## config.mk

```make
export PLATFORM = sky130hd
export DESIGN_NAME = dws_line_chain
export DESIGN_NICKNAME = d
export VERILOG_FILES = /design/src/rtl/dws_cell.sv /design/src/rtl/dws_line_chain.sv
export SDC_FILE = /design/constraint.sdc
export NUM_CORES = 2
export LEC_CHECK = 0
export ABC_AREA = 1
export BUFFER_PORTS_ARGS = -buffer_cell sky130_fd_sc_hd__buf_2
export CAP_MARGIN = 20
export CELL_PAD_IN_SITES_DETAIL_PLACEMENT = 0
export CELL_PAD_IN_SITES_GLOBAL_PLACEMENT = 2
export CORE_MARGIN = 4
export CORE_UTILIZATION = 45
export CTS_BUF_LIST = sky130_fd_sc_hd__clkbuf_16
export CTS_CLUSTER_DIAMETER = 150
export CTS_CLUSTER_SIZE = 14
export DETAILED_ROUTE_END_ITERATION = 10
export MAX_ROUTING_LAYER = met4
export PLACE_DENSITY = 0.82
export SYNTH_ARGS = -nofsm -noshare
export SYNTH_HDL_FRONTEND = slang
export SYNTH_SLANG_ARGS = --single-unit
```

## constraint.sdc

```tcl
create_clock -name clk_i -period 3.8 [get_ports clk_i]
set_input_delay 0.76 -clock clk_i [delete_from_list [all_inputs] [get_ports clk_i]]
set_output_delay 0.76 -clock clk_i [all_outputs]
set_load 0.01 [all_outputs]
```

## src/rtl/dws_cell.sv

```systemverilog
// dws_cell: one storage cell of a line chain, takes its neighbor's word or a new word
// no dependencies
module dws_cell #(
  parameter int unsigned W = 32
) (
  input  logic         clk_i,
  input  logic         shift_i,
  input  logic         inject_i,
  input  logic [W-1:0] inj_data_i,
  input  logic [W-1:0] prev_data_i,
  output logic [W-1:0] data_o
);

  logic [W-1:0] data_d, data_q;

  // the cell at the chain head loads the new word, the others take the neighbor's
  assign data_d = inject_i ? inj_data_i : prev_data_i;

  always_ff @(posedge clk_i) begin
    if (shift_i) begin
      data_q <= data_d;
    end
  end

  assign data_o = data_q;

endmodule

```

## src/rtl/dws_line_chain.sv

```systemverilog
// dws_line_chain: row of dws_cell cells forming a delay line of run-time length
// depends on dws_cell; the head cell is picked by start_i, the tail is fixed
module dws_line_chain #(
  parameter int unsigned W     = 32,
  parameter int unsigned DEPTH = 64,
  parameter int unsigned KW    = $clog2(DEPTH + 1)
) (
  input  logic          clk_i,
  input  logic          shift_i,
  input  logic [KW-1:0] start_i,
  input  logic [W-1:0]  data_i,
  output logic [W-1:0]  tail_o,
  output logic [W-1:0]  next_o
);

  logic [W-1:0] cell_q [DEPTH];

  // cells pass data toward index DEPTH-1; words enter at start_i
  for (genvar k = 0; k < DEPTH; k++) begin : g_cell
    logic [W-1:0] prev;
    if (k == 0) begin : g_first
      assign prev = data_i;
    end else begin : g_rest
      assign prev = cell_q[k-1];
    end
    dws_cell #(.W(W)) u_cell (
      .clk_i       (clk_i),
      .shift_i     (shift_i),
      .inject_i    (start_i == KW'(k)),
      .inj_data_i  (data_i),
      .prev_data_i (prev),
      .data_o      (cell_q[k])
    );
  end

  assign tail_o = cell_q[DEPTH-1];
  assign next_o = cell_q[DEPTH-2];

endmodule

```

==> results.py <==
metrics = {
    "layout": {
        "final_cell_count_no_fill": 11400,
        "fin_nets": 8818,
        "nFillCells": 18100,
        "final_common_cell": "nand2_1",
        "syn_to_final_growth_pct": 8.74,
        "largest_reg_flops": 2048,
        "seq_area_mm2": 0.0615,
        "multi_input_area_mm2": 0.0254,
        "final_cell_mix": "4460 x nand2_1, 2048 x edfxtp_1, 1668 x nand3_1, 260 x buf_4, 170 x clkbuf_16",
        "final_cell_area_mm2": 0.0981,
        "layout-drive-gt1-share_pct": 6.87,
    },
    "power": {
        "power.leakage_uw": 0.0411,
        "peakVddDrop_mv": 0.472,
        "p_per_area_mw_per_mm2": 468,
    },
    "worst_hold_path": {
        "min-delay-path-class": "input pin to flip-flop",
    },
    "routing": {
        "drt-total-wl_mm": 287,
        "drc": 0,
        "dr_total_vias": 64400,
        "drtIter0Drc": 7481,
        "ant_nets": 0,
        "avgViaCountPerCell": 5.63,
        "drt_pass1_iterations": 6,
        "wl_per_cell_um": 25.1,
    },
    "sta": {
        "hold_slack_ps": 338,
        "fin_tns_setup_ps": 0,
        "maxSlewHeadroom_pct": 29.8,
        "timing.final.crit_period_ps": 2340,
        "fin_skew_ps": 38.1,
        "finalMaxSlewViolations": 0,
        "rsz0062_at_grt": "false",
        "period_share_pct": 61.7,
        "hold_viol_final": 0,
        "fin_ws_ps": 1460,
        "final-setup-viol-count": 0,
        "max_freq_mhz": 427,
        "tightest_slew_ps": 1050,
    },
    "critical_path": {
        "end_kind": "flip-flop",
        "required_ps": 4470,
        "crit_type": "input pin to flip-flop",
        "cp_max_fo": 39,
        "startpoint_type": "input pin",
        "cp.arrival_ps": 3010,
    },
    "global_route": {
        "grt.overflow.total": 0,
        "grt_usage_pct": 28.0,
        "grt_pass1_vias": 61800,
        "antenna_found_initial": 3,
        "grt_pass1_wl_mm": 427,
        "grt_max_degree": 157,
    },
    "placement": {
        "dp_hpwl_mm": 168,
        "dpl-instance-area_mm2": 0.0938,
        "detailedPlace.worstSlack_ps": 635,
        "place_congestion": 0.862,
        "dp.cells": 11300,
        "port_buffers": 104,
    },
    "floorplanning": {
        "start_util_pct": 45.2,
        "dieHeight_um": 456,
        "io_pins": 105,
        "die_x_um": 456,
        "core_area_mm2": 0.200,
        "rows": 164,
        "dieArea_mm2": 0.208,
    },
    "logic_synthesis": {
        "syn_area_mm2": 0.0902,
        "postSynthAreaPerCell_um2": 9.99,
        "synthDistinctLibCells": 11,
        "synth-seq-cells": 2048,
        "syn_inst": 9034,
        "synth_sequential_area_ratio_pct": 68.2,
        "synth_fp_nets": 9075,
        "yosysWarnings": 0,
    },
    "clocking": {
        "cts.sinks": 2048,
        "holdBufCountCts": 0,
        "post_cts_buffers": 0,
        "cts_inserted_buffers": 164,
        "cts-root-buf": "clkbuf_16",
        "clock_path_buffers": 3,
        "cts_resized": 0,
        "insertion_delay_ps": 820,
        "h-tree-depth": 4,
        "clk_pin_slew_ps": 60,
        "cts_tree": "yes",
    },
    "run": {
        "maxCapViolations": 0,
    },
    "outcome": {
        "status": "finished, final reports clean",
    },
}
-- cells by family after synthesis --
group,count (synthesis),synth area share (%)
buf+inv,826,3.86
flops,2048,68.2
simple gates,6160,28.0
-- cell usage after synthesis --
cell type	count	area, µm²
nand3_1	1668	8350
inv_2	8	30.0
clkbuf_1	483	1810
nor2_1	25	93.8
edfxtp_1	2048	61500
nor2_2	6	37.5
nor2_4	1	11.3
buf_1	29	109
inv_1	2	7.51
nand2_1	4460	16700
buf_2	304	1520
-- stage by stage --
step                util [%]  total power (µW)
finish                  49.1             45900
global route            49.1             47400
CTS                     49.1             46300
detailed placement      47.0             30600
global placement        47.0             30600
floorplan                  -             28700
-- per-layer routing --
layer | GRT usage (%) | wire length (µm) | part of all wire (%) | up-vias
met5 | - | 0 | 0 | -
li1 | - | - | - | 29600
met3 | 3.16 | 18100 | 6.3 | 398
met2 | 45.0 | 139000 | 48 | 2444
met4 | 8.08 | 8830 | 3.1 | 0
met1 | 37.8 | 121000 | 42 | 32000
-- path summary, 6_finish.rpt --
kind                               start                           to  slack [ps]  depth (start not counted)
max                           start_i[3]  g_cell[52].u_cell.data_o[6]        1460                          7
min                           data_i[21]  g_cell[0].u_cell.data_o[21]         340                          1
max reg2reg  g_cell[13].u_cell.data_o[0]  g_cell[14].u_cell.data_o[0]        2700                          2
min reg2reg  g_cell[31].u_cell.data_o[8]  g_cell[32].u_cell.data_o[8]         480                          2
-- cell type report --
type                       instances  share of cell area [%]
multi-input combinational       6160                    25.9
timing repair buffer             393                    3.61
tap                             2656                    3.39
sequential                      2048                    62.7
clock buffer                     170                    4.34
clock inverter                     5                  0.0497
inverter                          10                  0.0459
antenna                            5                  0.0128
-- critical path, stage by stage --
cell     delay, ps
buf_2          150
inv_2           60
nand2_1        220
nor2_4         890
buf_4          590
nand3_1        120
nand2_1        170
-- power breakdown --
group	switching, µW	total [µW]	internal (µW)
Combinational	2510	3250	745
Sequential	457	26900	26400
Clock	7870	15700	7870
Note: power is estimated with default switching activity, not from simulation.
